File: config.mk
export PLATFORM = sky130hd
export DESIGN_NAME = regula_falsi_cubic_root_top_flat
export DESIGN_NICKNAME = d
export VERILOG_FILES = /design/src/design/rfcr_pkg.sv /design/src/design/rfcr_if.sv /design/src/design/rfcr_mul.sv /design/src/design/rfcr_div.sv /design/src/design/rfcr_dp.sv /design/src/design/rfcr_ctrl.sv /design/src/design/regula_falsi_cubic_root_top.sv /design/src/flat_wrapper.sv
export VERILOG_INCLUDE_DIRS = /design/src /design/src/design
export SDC_FILE = /design/constraint.sdc
export NUM_CORES = 2
export LEC_CHECK = 0
export ABC_AREA = 0
export BUFFER_PORTS_ARGS = -buffer_cell sky130_fd_sc_hd__buf_2
export CORE_ASPECT_RATIO = 1.2
export CORE_UTILIZATION = 34
export CTS_CLUSTER_DIAMETER = 200
export DETAILED_ROUTE_END_ITERATION = 8
export PLACE_DENSITY = 0.49
export RECOVER_POWER = 100
export SYNTH_ARGS = -nofsm -noshare
export SYNTH_HDL_FRONTEND = slang
export SYNTH_SLANG_ARGS = --single-unit
File: constraint.sdc
create_clock -name clk -period 17.73 [get_ports clk]
set_clock_uncertainty 0.05 [all_clocks]
set_input_delay 3.546 -clock clk [delete_from_list [all_inputs] [get_ports clk]]
set_output_delay 3.546 -clock clk [all_outputs]
set_load 0.005 [all_outputs]
File: src/design/regula_falsi_cubic_root_top_macros.svh
// Assertion macros shared by the regula falsi root finder RTL.
// Used by files that carry concurrent checks; needs clk and rst_n in scope.
`ifndef REGULA_FALSI_CUBIC_ROOT_TOP_MACROS_SVH
`define REGULA_FALSI_CUBIC_ROOT_TOP_MACROS_SVH

// antecedent implies consequent in the same cycle
`define RFCR_ASSERT_SAME(lbl, ante, cons, msg) \
  lbl: assert property (@(posedge clk) disable iff (!rst_n) (ante) |-> (cons)) else $error(msg);

// antecedent implies consequent in the next cycle
`define RFCR_ASSERT_NEXT(lbl, ante, cons, msg) \
  lbl: assert property (@(posedge clk) disable iff (!rst_n) (ante) |=> (cons)) else $error(msg);

`endif

File: src/design/rfcr_pkg.sv
// Package for the regula falsi cubic root finder: widths, codes, command types.
// No dependencies; used by every other RTL file except the assertion macro header.
`default_nettype none
package rfcr_pkg;

  localparam int IN_W       = 30;
  localparam int TOL_W      = 25;
  localparam int RES_W      = 39;
  localparam int ST_W       = 2;
  localparam int CFG_IDX_W  = 2;
  localparam int CFG_DATA_W = 25;
  localparam int F_W        = 64;
  localparam int MUL_A_W    = 64;
  localparam int MUL_B_W    = 32;
  localparam int PROD_W     = MUL_A_W + MUL_B_W;
  localparam int Q_W        = 32;

  localparam int FRAC_BITS_DEF     = 24;
  localparam int MAX_ITER_BITS_DEF = 8;

  localparam logic [TOL_W-1:0] WTOL_RST  = 25'd168;
  localparam logic [TOL_W-1:0] RTOL_RST  = 25'd168;
  localparam int               LIMIT_RST = 100;

  // register indexes
  localparam logic [CFG_IDX_W-1:0] CFG_WTOL  = 2'd0;
  localparam logic [CFG_IDX_W-1:0] CFG_RTOL  = 2'd1;
  localparam logic [CFG_IDX_W-1:0] CFG_LIMIT = 2'd2;

  typedef enum logic [ST_W-1:0] {
    ST_CONV    = 2'd0,
    ST_INVALID = 2'd1,
    ST_LIMIT   = 2'd2
  } status_t;

  typedef enum logic [1:0] {MS_SQ, MS_CUBE, MS_SEC} mul_src_t;
  typedef enum logic [1:0] {EV_A, EV_B, EV_X} ev_sel_t;
  typedef enum logic [1:0] {FD_A, FD_B, FD_X} f_dst_t;

  // controller -> datapath
  typedef struct packed {
    logic     load;
    logic     ev_load;
    ev_sel_t  ev_sel;
    logic     mul_start;
    mul_src_t mul_src;
    logic     cube_cap;
    logic     f_cap;
    f_dst_t   f_dst;
    logic     div_start;
    logic     x_cap;
    logic     it_clr;
    logic     it_inc;
    logic     update;
    logic     res_cap;
    status_t  res_st;
  } dp_cmd_t;

  // datapath -> controller
  typedef struct packed {
    logic mul_busy;
    logic div_busy;
    logic bad_bracket;
    logic stop_hit;
    logic it_last;
  } dp_sts_t;

  // clamp a wide function value to the residual range
  function automatic logic signed [RES_W-1:0] sat_res(input logic signed [F_W-1:0] v);
    logic signed [F_W-1:0] hi;
    logic signed [F_W-1:0] lo;
    hi = (F_W'(1) <<< (RES_W - 1)) - F_W'(1);
    lo = -(F_W'(1) <<< (RES_W - 1));
    if (v > hi) begin
      return hi[RES_W-1:0];
    end else if (v < lo) begin
      return lo[RES_W-1:0];
    end
    return v[RES_W-1:0];
  endfunction

endpackage
`default_nettype wire

File: src/design/rfcr_if.sv
// Valid/ready channel interfaces for bracket input and root result.
// Depends on rfcr_pkg.
`default_nettype none
interface rfcr_in_if;
  logic                                  valid;
  logic                                  ready;
  logic signed [rfcr_pkg::IN_W-1:0]      lower_bound;
  logic signed [rfcr_pkg::IN_W-1:0]      upper_bound;
  modport source (output valid, output lower_bound, output upper_bound, input ready);
  modport sink   (input valid, input lower_bound, input upper_bound, output ready);
endinterface

interface rfcr_out_if #(parameter int ITER_W = rfcr_pkg::MAX_ITER_BITS_DEF);
  logic                                  valid;
  logic                                  ready;
  logic signed [rfcr_pkg::IN_W-1:0]      root;
  logic signed [rfcr_pkg::RES_W-1:0]     residual;
  logic [rfcr_pkg::ST_W-1:0]             status;
  logic [ITER_W-1:0]                     iterations;
  modport source (output valid, output root, output residual, output status,
                  output iterations, input ready);
  modport sink   (input valid, input root, input residual, input status,
                  input iterations, output ready);
endinterface
`default_nettype wire

File: src/design/rfcr_mul.sv
// Bit-serial shift-add multiplier, 64 x 32 bits, one multiplier bit per cycle.
// Depends on rfcr_pkg.
`default_nettype none
module rfcr_mul (
  input  wire logic                           clk,
  input  wire logic                           rst_n,
  input  wire logic                           start,
  input  wire logic [rfcr_pkg::MUL_A_W-1:0]   op_a,
  input  wire logic [rfcr_pkg::MUL_B_W-1:0]   op_b,
  output logic                                busy,
  output logic [rfcr_pkg::PROD_W-1:0]         prod
);
  localparam int CntW = $clog2(rfcr_pkg::MUL_B_W + 1);

  logic [CntW-1:0]                 cnt_r;
  logic [rfcr_pkg::MUL_A_W-1:0]    a_r;
  logic [rfcr_pkg::MUL_B_W-1:0]    b_r;
  logic [rfcr_pkg::PROD_W-1:0]     acc_r;
  logic [rfcr_pkg::PROD_W-1:0]     acc_nxt;

  // MSB-first accumulate
  always_comb begin
    acc_nxt = acc_r << 1;
    if (b_r[rfcr_pkg::MUL_B_W-1]) begin
      acc_nxt = acc_nxt + rfcr_pkg::PROD_W'(a_r);
    end
  end

  always_ff @(posedge clk) begin
    if (!rst_n) begin
      cnt_r <= '0;
    end else if (start) begin
      cnt_r <= CntW'(rfcr_pkg::MUL_B_W);
    end else if (cnt_r != '0) begin
      cnt_r <= cnt_r - CntW'(1);
    end
  end

  always_ff @(posedge clk) begin
    if (start) begin
      a_r   <= op_a;
      b_r   <= op_b;
      acc_r <= '0;
    end else if (cnt_r != '0) begin
      b_r   <= b_r << 1;
      acc_r <= acc_nxt;
    end
  end

  assign busy = (cnt_r != '0);
  assign prod = acc_r;
endmodule
`default_nettype wire

File: src/design/rfcr_div.sv
// Restoring divider, one quotient bit per cycle; quotient known to fit 32 bits.
// Depends on rfcr_pkg.
`default_nettype none
module rfcr_div (
  input  wire logic                           clk,
  input  wire logic                           rst_n,
  input  wire logic                           start,
  input  wire logic [rfcr_pkg::PROD_W-1:0]    num,
  input  wire logic [rfcr_pkg::F_W-1:0]       den,
  output logic                                busy,
  output logic [rfcr_pkg::Q_W-1:0]            quo
);
  localparam int CntW = $clog2(rfcr_pkg::Q_W + 1);
  localparam int RemW = rfcr_pkg::PROD_W - rfcr_pkg::Q_W;

  logic [CntW-1:0]            cnt_r;
  logic [RemW-1:0]            rem_r;
  logic [rfcr_pkg::Q_W-1:0]   lo_r;
  logic [rfcr_pkg::Q_W-1:0]   q_r;
  logic [rfcr_pkg::F_W-1:0]   d_r;
  logic [RemW:0]              trial;
  logic [RemW:0]              diff;
  logic                       ge;

  // shift in next numerator bit and try a subtract
  always_comb begin
    trial = {rem_r, lo_r[rfcr_pkg::Q_W-1]};
    diff  = trial - (RemW+1)'(d_r);
    ge    = (trial >= (RemW+1)'(d_r));
  end

  always_ff @(posedge clk) begin
    if (!rst_n) begin
      cnt_r <= '0;
    end else if (start) begin
      cnt_r <= CntW'(rfcr_pkg::Q_W);
    end else if (cnt_r != '0) begin
      cnt_r <= cnt_r - CntW'(1);
    end
  end

  // upper part of numerator is already below the divisor
  always_ff @(posedge clk) begin
    if (start) begin
      rem_r <= num[rfcr_pkg::PROD_W-1:rfcr_pkg::Q_W];
      lo_r  <= num[rfcr_pkg::Q_W-1:0];
      d_r   <= den;
      q_r   <= '0;
    end else if (cnt_r != '0) begin
      rem_r <= ge ? diff[RemW-1:0] : trial[RemW-1:0];
      lo_r  <= lo_r << 1;
      q_r   <= {q_r[rfcr_pkg::Q_W-2:0], ge};
    end
  end

  assign busy = (cnt_r != '0);
  assign quo  = q_r;
endmodule
`default_nettype wire

File: src/design/rfcr_dp.sv
// Datapath: bracket and function registers, cubic evaluation, secant point,
// config registers and result registers. Depends on rfcr_pkg, rfcr_mul, rfcr_div.
`default_nettype none
module rfcr_dp #(
  parameter int FRAC_BITS     = rfcr_pkg::FRAC_BITS_DEF,
  parameter int MAX_ITER_BITS = rfcr_pkg::MAX_ITER_BITS_DEF
) (
  input  wire logic                                 clk,
  input  wire logic                                 rst_n,
  input  wire rfcr_pkg::dp_cmd_t                    cmd,
  output rfcr_pkg::dp_sts_t                         sts,
  input  wire logic                                 cfg_we,
  input  wire logic [rfcr_pkg::CFG_IDX_W-1:0]       cfg_idx,
  input  wire logic [rfcr_pkg::CFG_DATA_W-1:0]      cfg_wdata,
  input  wire logic signed [rfcr_pkg::IN_W-1:0]     in_lower,
  input  wire logic signed [rfcr_pkg::IN_W-1:0]     in_upper,
  output logic signed [rfcr_pkg::IN_W-1:0]          res_root,
  output logic signed [rfcr_pkg::RES_W-1:0]         res_residual,
  output logic [rfcr_pkg::ST_W-1:0]                 res_status,
  output logic [MAX_ITER_BITS-1:0]                  res_iters
);
  localparam int IW = rfcr_pkg::IN_W;
  localparam int FW = rfcr_pkg::F_W;
  localparam logic signed [FW-1:0] Three = FW'(3) <<< FRAC_BITS;

  // config
  logic [rfcr_pkg::TOL_W-1:0]   wtol_r;
  logic [rfcr_pkg::TOL_W-1:0]   rtol_r;
  logic [MAX_ITER_BITS-1:0]     lim_r;

  // working registers
  logic signed [IW-1:0]         a_r, b_r, x_r, ev_r;
  logic signed [FW-1:0]         fa_r, fb_r, fx_r, cube_r;
  logic [MAX_ITER_BITS-1:0]     it_r;

  logic [IW-1:0]                ev_mag;
  logic [rfcr_pkg::PROD_W-1:0]  prod;
  logic [rfcr_pkg::PROD_W-1:0]  prod_sh;
  logic [rfcr_pkg::Q_W-1:0]     quo;
  logic [FW-1:0]                fa_mag, fb_mag, fx_mag;
  logic signed [IW:0]           width_ab;
  logic [IW:0]                  width_mag;
  logic signed [FW-1:0]         f_val;
  logic signed [IW+1:0]         x_calc;
  logic [rfcr_pkg::MUL_A_W-1:0] mul_a;
  logic [rfcr_pkg::MUL_B_W-1:0] mul_b;
  logic [MAX_ITER_BITS-1:0]     lim_eff;
  logic                         mul_busy, div_busy;

  always_ff @(posedge clk) begin
    if (!rst_n) begin
      wtol_r <= rfcr_pkg::WTOL_RST;
      rtol_r <= rfcr_pkg::RTOL_RST;
      lim_r  <= MAX_ITER_BITS'(rfcr_pkg::LIMIT_RST);
    end else if (cfg_we) begin
      if (cfg_idx == rfcr_pkg::CFG_WTOL) begin
        wtol_r <= cfg_wdata[rfcr_pkg::TOL_W-1:0];
      end else if (cfg_idx == rfcr_pkg::CFG_RTOL) begin
        rtol_r <= cfg_wdata[rfcr_pkg::TOL_W-1:0];
      end else if (cfg_idx == rfcr_pkg::CFG_LIMIT) begin
        lim_r <= cfg_wdata[MAX_ITER_BITS-1:0];
      end
    end
  end

  // magnitudes and bracket width
  always_comb begin
    ev_mag    = ev_r[IW-1] ? IW'(-ev_r) : IW'(ev_r);
    fa_mag    = fa_r[FW-1] ? FW'(-fa_r) : FW'(fa_r);
    fb_mag    = fb_r[FW-1] ? FW'(-fb_r) : FW'(fb_r);
    fx_mag    = fx_r[FW-1] ? FW'(-fx_r) : FW'(fx_r);
    width_ab  = (IW+1)'(b_r) - (IW+1)'(a_r);
    width_mag = width_ab[IW] ? (IW+1)'(-width_ab) : (IW+1)'(width_ab);
  end

  // multiplier operand select
  always_comb begin
    unique case (cmd.mul_src)
      rfcr_pkg::MS_SQ: begin
        mul_a = rfcr_pkg::MUL_A_W'(ev_mag);
        mul_b = rfcr_pkg::MUL_B_W'(ev_mag);
      end
      rfcr_pkg::MS_CUBE: begin
        mul_a = rfcr_pkg::MUL_A_W'(prod[2*IW-1:0]);
        mul_b = rfcr_pkg::MUL_B_W'(ev_mag);
      end
      default: begin
        mul_a = fa_mag;
        mul_b = rfcr_pkg::MUL_B_W'(width_mag);
      end
    endcase
  end

  rfcr_mul u_mul (
    .clk   (clk),
    .rst_n (rst_n),
    .start (cmd.mul_start),
    .op_a  (mul_a),
    .op_b  (mul_b),
    .busy  (mul_busy),
    .prod  (prod)
  );

  rfcr_div u_div (
    .clk   (clk),
    .rst_n (rst_n),
    .start (cmd.div_start),
    .num   (prod),
    .den   (fa_mag + fb_mag),
    .busy  (div_busy),
    .quo   (quo)
  );

  // cube tail, polynomial and secant point
  always_comb begin
    prod_sh = prod >> (2 * FRAC_BITS);
    f_val   = cube_r - ((FW'(ev_r) <<< 3) + FW'(ev_r)) + Three;
    if (width_ab[IW]) begin
      x_calc = (IW+2)'(a_r) - (IW+2)'(quo);
    end else begin
      x_calc = (IW+2)'(a_r) + (IW+2)'(quo);
    end
    lim_eff = (lim_r == '0) ? MAX_ITER_BITS'(1) : lim_r;
  end

  always_ff @(posedge clk) begin
    if (cmd.load) begin
      a_r  <= in_lower;
      b_r  <= in_upper;
      ev_r <= in_lower;
    end else if (cmd.ev_load) begin
      unique case (cmd.ev_sel)
        rfcr_pkg::EV_A: ev_r <= a_r;
        rfcr_pkg::EV_B: ev_r <= b_r;
        default:        ev_r <= IW'(x_calc);
      endcase
    end
    if (cmd.x_cap) begin
      x_r <= IW'(x_calc);
    end
    if (cmd.cube_cap) begin
      cube_r <= ev_r[IW-1] ? -$signed(prod_sh[FW-1:0]) : $signed(prod_sh[FW-1:0]);
    end
    if (cmd.f_cap) begin
      unique case (cmd.f_dst)
        rfcr_pkg::FD_A: fa_r <= f_val;
        rfcr_pkg::FD_B: fb_r <= f_val;
        default:        fx_r <= f_val;
      endcase
    end
    // keep the half that still holds the sign change
    if (cmd.update) begin
      if (fa_r != '0 && fx_r != '0 && fa_r[FW-1] == fx_r[FW-1]) begin
        a_r  <= x_r;
        fa_r <= fx_r;
      end else begin
        b_r  <= x_r;
        fb_r <= fx_r;
      end
    end
  end

  always_ff @(posedge clk) begin
    if (!rst_n) begin
      it_r <= '0;
    end else if (cmd.it_clr) begin
      it_r <= '0;
    end else if (cmd.it_inc) begin
      it_r <= it_r + MAX_ITER_BITS'(1);
    end
  end

  // result registers
  always_ff @(posedge clk) begin
    if (cmd.res_cap) begin
      res_status <= cmd.res_st;
      if (cmd.res_st == rfcr_pkg::ST_INVALID) begin
        res_root     <= '0;
        res_residual <= rfcr_pkg::sat_res(Three);
        res_iters    <= '0;
      end else begin
        res_root     <= x_r;
        res_residual <= rfcr_pkg::sat_res(fx_r);
        res_iters    <= it_r;
      end
    end
  end

  always_comb begin
    sts.mul_busy    = mul_busy;
    sts.div_busy    = div_busy;
    sts.bad_bracket = (fa_r == '0) || (fb_r == '0) || (fa_r[FW-1] == fb_r[FW-1]);
    sts.stop_hit    = (width_ab < $signed((IW+1)'(wtol_r))) ||
                      (fx_mag < FW'(rtol_r));
    sts.it_last     = (it_r == lim_eff);
  end
endmodule
`default_nettype wire

File: src/design/rfcr_ctrl.sv
// Controller: sequences evaluation, secant step, update and result handoff.
// Depends on rfcr_pkg and the assertion macro header.
`default_nettype none
`include "regula_falsi_cubic_root_top_macros.svh"
module rfcr_ctrl (
  input  wire logic              clk,
  input  wire logic              rst_n,
  input  wire logic              in_valid,
  output logic                   in_ready,
  output logic                   out_valid,
  input  wire logic              out_ready,
  output rfcr_pkg::dp_cmd_t      cmd,
  input  wire rfcr_pkg::dp_sts_t sts
);
  typedef enum logic [3:0] {
    S_IDLE, S_SQ_GO, S_SQ_W, S_CU_GO, S_CU_W, S_CAP, S_F,
    S_CHK, S_SEC_GO, S_SEC_W, S_DIV_GO, S_DIV_W, S_X, S_UPD, S_TEST, S_OUT
  } state_t;

  state_t              state_r, state_nxt;
  rfcr_pkg::f_dst_t    dst_r, dst_nxt;
  rfcr_pkg::status_t   st_r, st_nxt;
  logic                out_valid_r, out_valid_nxt;

  always_comb begin
    state_nxt     = state_r;
    dst_nxt       = dst_r;
    st_nxt        = st_r;
    cmd           = '0;
    cmd.mul_src   = rfcr_pkg::MS_SQ;
    cmd.ev_sel    = rfcr_pkg::EV_A;
    cmd.f_dst     = dst_r;
    cmd.res_st    = st_r;
    unique case (state_r)
      S_IDLE: begin
        if (in_valid) begin
          cmd.load  = 1'b1;
          dst_nxt   = rfcr_pkg::FD_A;
          state_nxt = S_SQ_GO;
        end
      end
      S_SQ_GO: begin
        cmd.mul_start = 1'b1;
        cmd.mul_src   = rfcr_pkg::MS_SQ;
        state_nxt     = S_SQ_W;
      end
      S_SQ_W: begin
        if (!sts.mul_busy) state_nxt = S_CU_GO;
      end
      S_CU_GO: begin
        cmd.mul_start = 1'b1;
        cmd.mul_src   = rfcr_pkg::MS_CUBE;
        state_nxt     = S_CU_W;
      end
      S_CU_W: begin
        if (!sts.mul_busy) state_nxt = S_CAP;
      end
      S_CAP: begin
        cmd.cube_cap = 1'b1;
        state_nxt    = S_F;
      end
      S_F: begin
        cmd.f_cap = 1'b1;
        unique case (dst_r)
          rfcr_pkg::FD_A: begin
            cmd.ev_load = 1'b1;
            cmd.ev_sel  = rfcr_pkg::EV_B;
            dst_nxt     = rfcr_pkg::FD_B;
            state_nxt   = S_SQ_GO;
          end
          rfcr_pkg::FD_B: state_nxt = S_CHK;
          default:        state_nxt = S_UPD;
        endcase
      end
      S_CHK: begin
        if (sts.bad_bracket) begin
          st_nxt    = rfcr_pkg::ST_INVALID;
          state_nxt = S_OUT;
        end else begin
          cmd.it_clr = 1'b1;
          state_nxt  = S_SEC_GO;
        end
      end
      S_SEC_GO: begin
        cmd.mul_start = 1'b1;
        cmd.mul_src   = rfcr_pkg::MS_SEC;
        cmd.it_inc    = 1'b1;
        state_nxt     = S_SEC_W;
      end
      S_SEC_W: begin
        if (!sts.mul_busy) state_nxt = S_DIV_GO;
      end
      S_DIV_GO: begin
        cmd.div_start = 1'b1;
        state_nxt     = S_DIV_W;
      end
      S_DIV_W: begin
        if (!sts.div_busy) state_nxt = S_X;
      end
      S_X: begin
        cmd.x_cap   = 1'b1;
        cmd.ev_load = 1'b1;
        cmd.ev_sel  = rfcr_pkg::EV_X;
        dst_nxt     = rfcr_pkg::FD_X;
        state_nxt   = S_SQ_GO;
      end
      S_UPD: begin
        cmd.update = 1'b1;
        state_nxt  = S_TEST;
      end
      S_TEST: begin
        if (sts.stop_hit) begin
          st_nxt    = rfcr_pkg::ST_CONV;
          state_nxt = S_OUT;
        end else if (sts.it_last) begin
          st_nxt    = rfcr_pkg::ST_LIMIT;
          state_nxt = S_OUT;
        end else begin
          state_nxt = S_SEC_GO;
        end
      end
      S_OUT: begin
        // wait for the output register to free up
        if (!out_valid_r || out_ready) begin
          cmd.res_cap = 1'b1;
          state_nxt   = S_IDLE;
        end
      end
      default: state_nxt = S_IDLE;
    endcase
  end

  always_comb begin
    out_valid_nxt = out_valid_r;
    if (cmd.res_cap) begin
      out_valid_nxt = 1'b1;
    end else if (out_ready) begin
      out_valid_nxt = 1'b0;
    end
  end

  always_ff @(posedge clk) begin
    if (!rst_n) begin
      state_r     <= S_IDLE;
      dst_r       <= rfcr_pkg::FD_A;
      st_r        <= rfcr_pkg::ST_CONV;
      out_valid_r <= 1'b0;
    end else begin
      state_r     <= state_nxt;
      dst_r       <= dst_nxt;
      st_r        <= st_nxt;
      out_valid_r <= out_valid_nxt;
    end
  end

  assign in_ready  = (state_r == S_IDLE);
  assign out_valid = out_valid_r;

  `RFCR_ASSERT_SAME(a_mul_free, cmd.mul_start, !sts.mul_busy, "multiplier restarted while busy")
  `RFCR_ASSERT_SAME(a_div_free, cmd.div_start, !sts.mul_busy && !sts.div_busy, "divider started early")
  `RFCR_ASSERT_SAME(a_res_free, cmd.res_cap, !out_valid_r || out_ready, "result overwritten")
  `RFCR_ASSERT_NEXT(a_accept_busy, in_valid && in_ready, !in_ready && !cmd.res_cap, "accept not taken up")
endmodule
`default_nettype wire

File: src/design/regula_falsi_cubic_root_top.sv
// Regula falsi root finder for f(x) = x^3 - 9x + 3 on a signed Q6.24 bracket.
// One item is worked at a time. f(a) and f(b) each take two passes of the
// bit-serial multiplier, and each false position iteration takes two more for
// f(x), one for the secant product and one pass of the restoring divider. The
// input is taken again while a finished result still waits in the output
// register.
// Depends on rfcr_pkg, rfcr_if, rfcr_dp and rfcr_ctrl.
`default_nettype none
module regula_falsi_cubic_root_top #(
  parameter int FRAC_BITS     = rfcr_pkg::FRAC_BITS_DEF,
  parameter int MAX_ITER_BITS = rfcr_pkg::MAX_ITER_BITS_DEF
) (
  input  wire logic                            clk,
  input  wire logic                            rst_n,
  rfcr_in_if.sink                              in_ch,
  rfcr_out_if.source                           out_ch,
  input  wire logic                            cfg_we,
  input  wire logic [rfcr_pkg::CFG_IDX_W-1:0]  cfg_idx,
  input  wire logic [rfcr_pkg::CFG_DATA_W-1:0] cfg_wdata
);
  rfcr_pkg::dp_cmd_t cmd;
  rfcr_pkg::dp_sts_t sts;

  rfcr_ctrl u_ctrl (
    .clk       (clk),
    .rst_n     (rst_n),
    .in_valid  (in_ch.valid),
    .in_ready  (in_ch.ready),
    .out_valid (out_ch.valid),
    .out_ready (out_ch.ready),
    .cmd       (cmd),
    .sts       (sts)
  );

  rfcr_dp #(
    .FRAC_BITS     (FRAC_BITS),
    .MAX_ITER_BITS (MAX_ITER_BITS)
  ) u_dp (
    .clk          (clk),
    .rst_n        (rst_n),
    .cmd          (cmd),
    .sts          (sts),
    .cfg_we       (cfg_we),
    .cfg_idx      (cfg_idx),
    .cfg_wdata    (cfg_wdata),
    .in_lower     (in_ch.lower_bound),
    .in_upper     (in_ch.upper_bound),
    .res_root     (out_ch.root),
    .res_residual (out_ch.residual),
    .res_status   (out_ch.status),
    .res_iters    (out_ch.iterations)
  );
endmodule
`default_nettype wire

File: src/flat_wrapper.sv
// flat-port wrapper written by rule: the top's interface ports become plain ports
module regula_falsi_cubic_root_top_flat 
#(
  parameter int FRAC_BITS     = rfcr_pkg::FRAC_BITS_DEF,
  parameter int MAX_ITER_BITS = rfcr_pkg::MAX_ITER_BITS_DEF
)
  (clk, rst_n, cfg_we, cfg_idx, cfg_wdata, in_ch_valid, in_ch_lower_bound, in_ch_upper_bound, in_ch_ready, out_ch_valid, out_ch_root, out_ch_residual, out_ch_status, out_ch_iterations, out_ch_ready);
  rfcr_in_if in_ch_i ();
  rfcr_out_if out_ch_i ();
  input  wire logic clk;
  input  wire logic rst_n;
  input  wire logic cfg_we;
  input  wire logic [rfcr_pkg::CFG_IDX_W-1:0] cfg_idx;
  input  wire logic [rfcr_pkg::CFG_DATA_W-1:0] cfg_wdata;
  input wire logic [$bits(in_ch_i.valid)-1:0] in_ch_valid;
  input wire logic [$bits(in_ch_i.lower_bound)-1:0] in_ch_lower_bound;
  input wire logic [$bits(in_ch_i.upper_bound)-1:0] in_ch_upper_bound;
  output wire logic [$bits(in_ch_i.ready)-1:0] in_ch_ready;
  output wire logic [$bits(out_ch_i.valid)-1:0] out_ch_valid;
  output wire logic [$bits(out_ch_i.root)-1:0] out_ch_root;
  output wire logic [$bits(out_ch_i.residual)-1:0] out_ch_residual;
  output wire logic [$bits(out_ch_i.status)-1:0] out_ch_status;
  output wire logic [$bits(out_ch_i.iterations)-1:0] out_ch_iterations;
  input wire logic [$bits(out_ch_i.ready)-1:0] out_ch_ready;
  assign in_ch_i.valid = in_ch_valid;
  assign in_ch_i.lower_bound = in_ch_lower_bound;
  assign in_ch_i.upper_bound = in_ch_upper_bound;
  assign in_ch_ready = in_ch_i.ready;
  assign out_ch_valid = out_ch_i.valid;
  assign out_ch_root = out_ch_i.root;
  assign out_ch_residual = out_ch_i.residual;
  assign out_ch_status = out_ch_i.status;
  assign out_ch_iterations = out_ch_i.iterations;
  assign out_ch_i.ready = out_ch_ready;
  regula_falsi_cubic_root_top #(.FRAC_BITS(FRAC_BITS), .MAX_ITER_BITS(MAX_ITER_BITS)) u_core (.clk(clk), .rst_n(rst_n), .in_ch(in_ch_i), .out_ch(out_ch_i), .cfg_we(cfg_we), .cfg_idx(cfg_idx), .cfg_wdata(cfg_wdata));
endmodule
==> results.json <==
{
  "ys_seq_area_share_pct": 36.87,
  "final_nets": 8048,
  "slew_viol_final": 1812,
  "vias": 56429,
  "p_leak_uw": 0.02780,
  "gp_congestion": 0.9124,
  "io_buffers": 172,
  "root_buffer": "clkbuf_16",
  "cp_data_arrival_time_ps": 10000,
  "cp-startpoint": "u_core.u_ctrl.state_r[3]",
  "ctsResizeCount": 0,
  "holdBufCountCts": 0,
  "post_cts_buffers": 0,
  "synth_top_cell_by_area": "edfxtp_1",
  "rows": 174,
  "synthesis.area_sq_um": 64360,
  "yosysUniqueCellTypes": 102,
  "drcViolationCount": 0,
  "cts.sinks": 924,
  "core_sq_um": 187700,
  "pin_count": 173,
  "totalWireLength_mm": 239.1,
  "timing.rr.start": "u_core.u_ctrl.state_r[3]",
  "synth_warnings": 0,
  "fmax_ghz": 0.1021,
  "path_clk_slew_ps": 60,
  "critPathKind": "reg2reg",
  "rrSetupSlack_ps": 7940,
  "r2r_cells": 6,
  "die_h_microns": 478.6,
  "max_cap_violations": 38,
  "avgSynthCellArea_sq_um": 8.476,
  "worstSetupEndpointType": "register",
  "synth-edff-count": 523,
  "grt_max_degree": 95,
  "initial_utilization_pct": 34.30,
  "reg2reg_to": "u_core.u_dp.u_mul.a_r[20]",
  "outcome": "finished, violations left",
  "synth_top_flop_cell": "edfxtp_1",
  "die_width_microns": 399.2,
  "power.density_nw_per_um2": 166.3,
  "dp_hpwl_mm": 185.0,
  "layout_commonest_cell": "nand2_1",
  "grt_overflow": 0,
  "synth_nets": 8153,
  "rsz0062_at_grt": "no",
  "grt_pass1_vias": 54530,
  "ant_nets": 0,
  "dieArea_sq_um": 191100,
  "place_area_sq_um": 67340,
  "viasPerCell": 5.616,
  "clock_latency_ps": 750,
  "syn-instance-count": 7594,
  "layout_common_cells": "nand2_1 (1062), nor2_1 (694), a21oi_1 (582)",
  "syn2layout_area_growth_pct": 9.253,
  "async_reset_ff_share_pct": 0,
  "relSlewSlack_pct": -220.2,
  "antenna_found_initial": 13,
  "synth_top_area_share_pct": 24.40,
  "fin_crit_sh_pct": 55.23,
  "ir_worst_vdd_mv": 0.08552,
  "post_drt_wl_per_cell_microns": 23.80,
  "crit_end": "u_core.u_dp.u_mul.a_r[20]",
  "hold_viol_final": 0,
  "drive_gt1_share_pct": 5.504,
  "grt_pass1_wl_mm": 354.3,
  "fillers": 19358,
  "hold_class": "reg2reg",
  "h-tree-depth": 3,
  "design_power_total_uw": 11690,
  "cts.path.max_buffers": 3,
  "firstDrtPassIters": 5,
  "fin_area_sq_um": 70320,
  "drtIter0Drc": 4709,
  "ys_ff_latch": 924,
  "post-route-min-period_ps": 9792,
  "violations": "capacitance limit, slew limit",
  "synth_top_cells_by_area": "edfxtp_1 (24%), dfxtp_1 (12%), ha_1 (8.4%)",
  "grt_usage_pct": 24.43,
  "tightest_slew_ps": 4803,
  "tns_ps": 0,
  "setup_viol": 0,
  "start_kind": "register",
  "cts_tree": "built",
  "cts_buffers": 101,
  "cp.required_ps": 17940,
  "cp_max_fo": 79
}
synth_stat cells, drive strengths merged, types with 63 or more instances:
library cell,count
nand2,1066
nor2,700
a21oi,582
edfxtp,523
o21ai,451
xnor2,432
ha,431
clkbuf,416
dfxtp,401
inv,321
a21o,231
a31oi,229
xor2,181
nand3,124
nand4,114
nor3,114
o31ai,92
a211oi,84
and2,73
o211ai,67
mux2i,63
per-stage QoR:
step	util, %	setup WS, ps	hold slack [ps]	instances
2_1_floorplan	-	9968	358.2	7594
3_3_place_gp	35.88	9962	377.6	9850
3_5_place_dp	35.88	9951	378.7	9850
4_1_cts	37.70	9921	392.9	10040
5_1_grt	37.46	7281	416.1	10043
6_report	37.47	7938	390.5	10048
power breakdown:
part           switching, uW  internal, uW  total, uW
combinational           3890          2270       6150
clock                    980          1240       2220
sequential               374          2940       3320
logic make-up after synthesis:
group | count (synthesis) | share of synthesized area, %
buf+inv | 789 | 4.708
fa+ha+maj | 467 | 9.498
xor+xnor | 613 | 8.342
simple gates | 2595 | 18.50
flops | 924 | 36.87
mux | 64 | 0.9973
compound gates | 2142 | 21.08
worst min path at each step:
| stage | start | to | slack, ps | depth (start not counted) |
|---|---|---|---|---|
| after floorplan | u_core.u_ctrl.st_r[1] | u_core.u_dp.res_status[1] | 360 | 0 |
| after global placement | u_core.u_dp.fa_r[63] | u_core.u_dp.fa_r[63] | 380 | 2 |
| after detailed placement | u_core.u_dp.fa_r[63] | u_core.u_dp.fa_r[63] | 380 | 2 |
| after CTS | u_core.u_dp.fa_r[63] | u_core.u_dp.fa_r[63] | 390 | 2 |
| after global routing | u_core.u_dp.fa_r[63] | u_core.u_dp.fa_r[63] | 420 | 2 |
| final | u_core.u_dp.fa_r[63] | u_core.u_dp.fa_r[63] | 390 | 2 |
layout make-up:
| cell class | count | area, sq um | area share [%] |
|---|---|---|---|
| antenna | 8 | 20.02 | 0.02847 |
| clock buffer | 140 | 2914 | 4.144 |
| clock inverter | 50 | 498.0 | 0.7082 |
| inverter | 322 | 1211 | 1.722 |
| multi-input combinational | 5881 | 37540 | 53.39 |
| sequential | 924 | 23740 | 33.75 |
| tap | 2464 | 3083 | 4.384 |
| timing repair buffer | 259 | 1315 | 1.870 |
flip-flops by register name (all words and copies together), names as in the netlist, 25 cells and up:
signal and count:
u_core.u_dp.a_r 30, u_core.u_dp.b_r 30, u_core.u_dp.cube_r 64, u_core.u_dp.ev_r 30, u_core.u_dp.fa_r 64, u_core.u_dp.fb_r 64, u_core.u_dp.fx_r 64, u_core.u_dp.res_residual 39
u_core.u_dp.res_root 30, u_core.u_dp.rtol_r 25, u_core.u_dp.u_div.d_r 64, u_core.u_dp.u_div.lo_r 32, u_core.u_dp.u_div.quo 30, u_core.u_dp.u_div.rem_r 64, u_core.u_dp.u_mul.a_r 64, u_core.u_dp.u_mul.b_r 32
u_core.u_dp.u_mul.prod 96, u_core.u_dp.wtol_r 25, u_core.u_dp.x_r 30
per-layer routing:
layer / global-route usage (%) / share of wire, % / vias up / wire length, microns
li1: - / - / 27101 / -
met5: 0 / 0.0042 / - / 10
met3: 2.042 / 4.5 / 370 / 10880
met4: 9.710 / 4.3 / 2 / 10320
met1: 31.21 / 43 / 27376 / 102700
met2: 42.26 / 48 / 1580 / 115200
worst max-delay path, cell delays in order (launching register included):
cell and delay [ps]:
dfxtp_1 650, nand2_1 180, nor3_1 160, clkbuf_1 3360, nor2_1 330, clkinvlp_2 1580, clkbuf_1 2860
No activity file was read; power rests on OpenSTA's default activity.
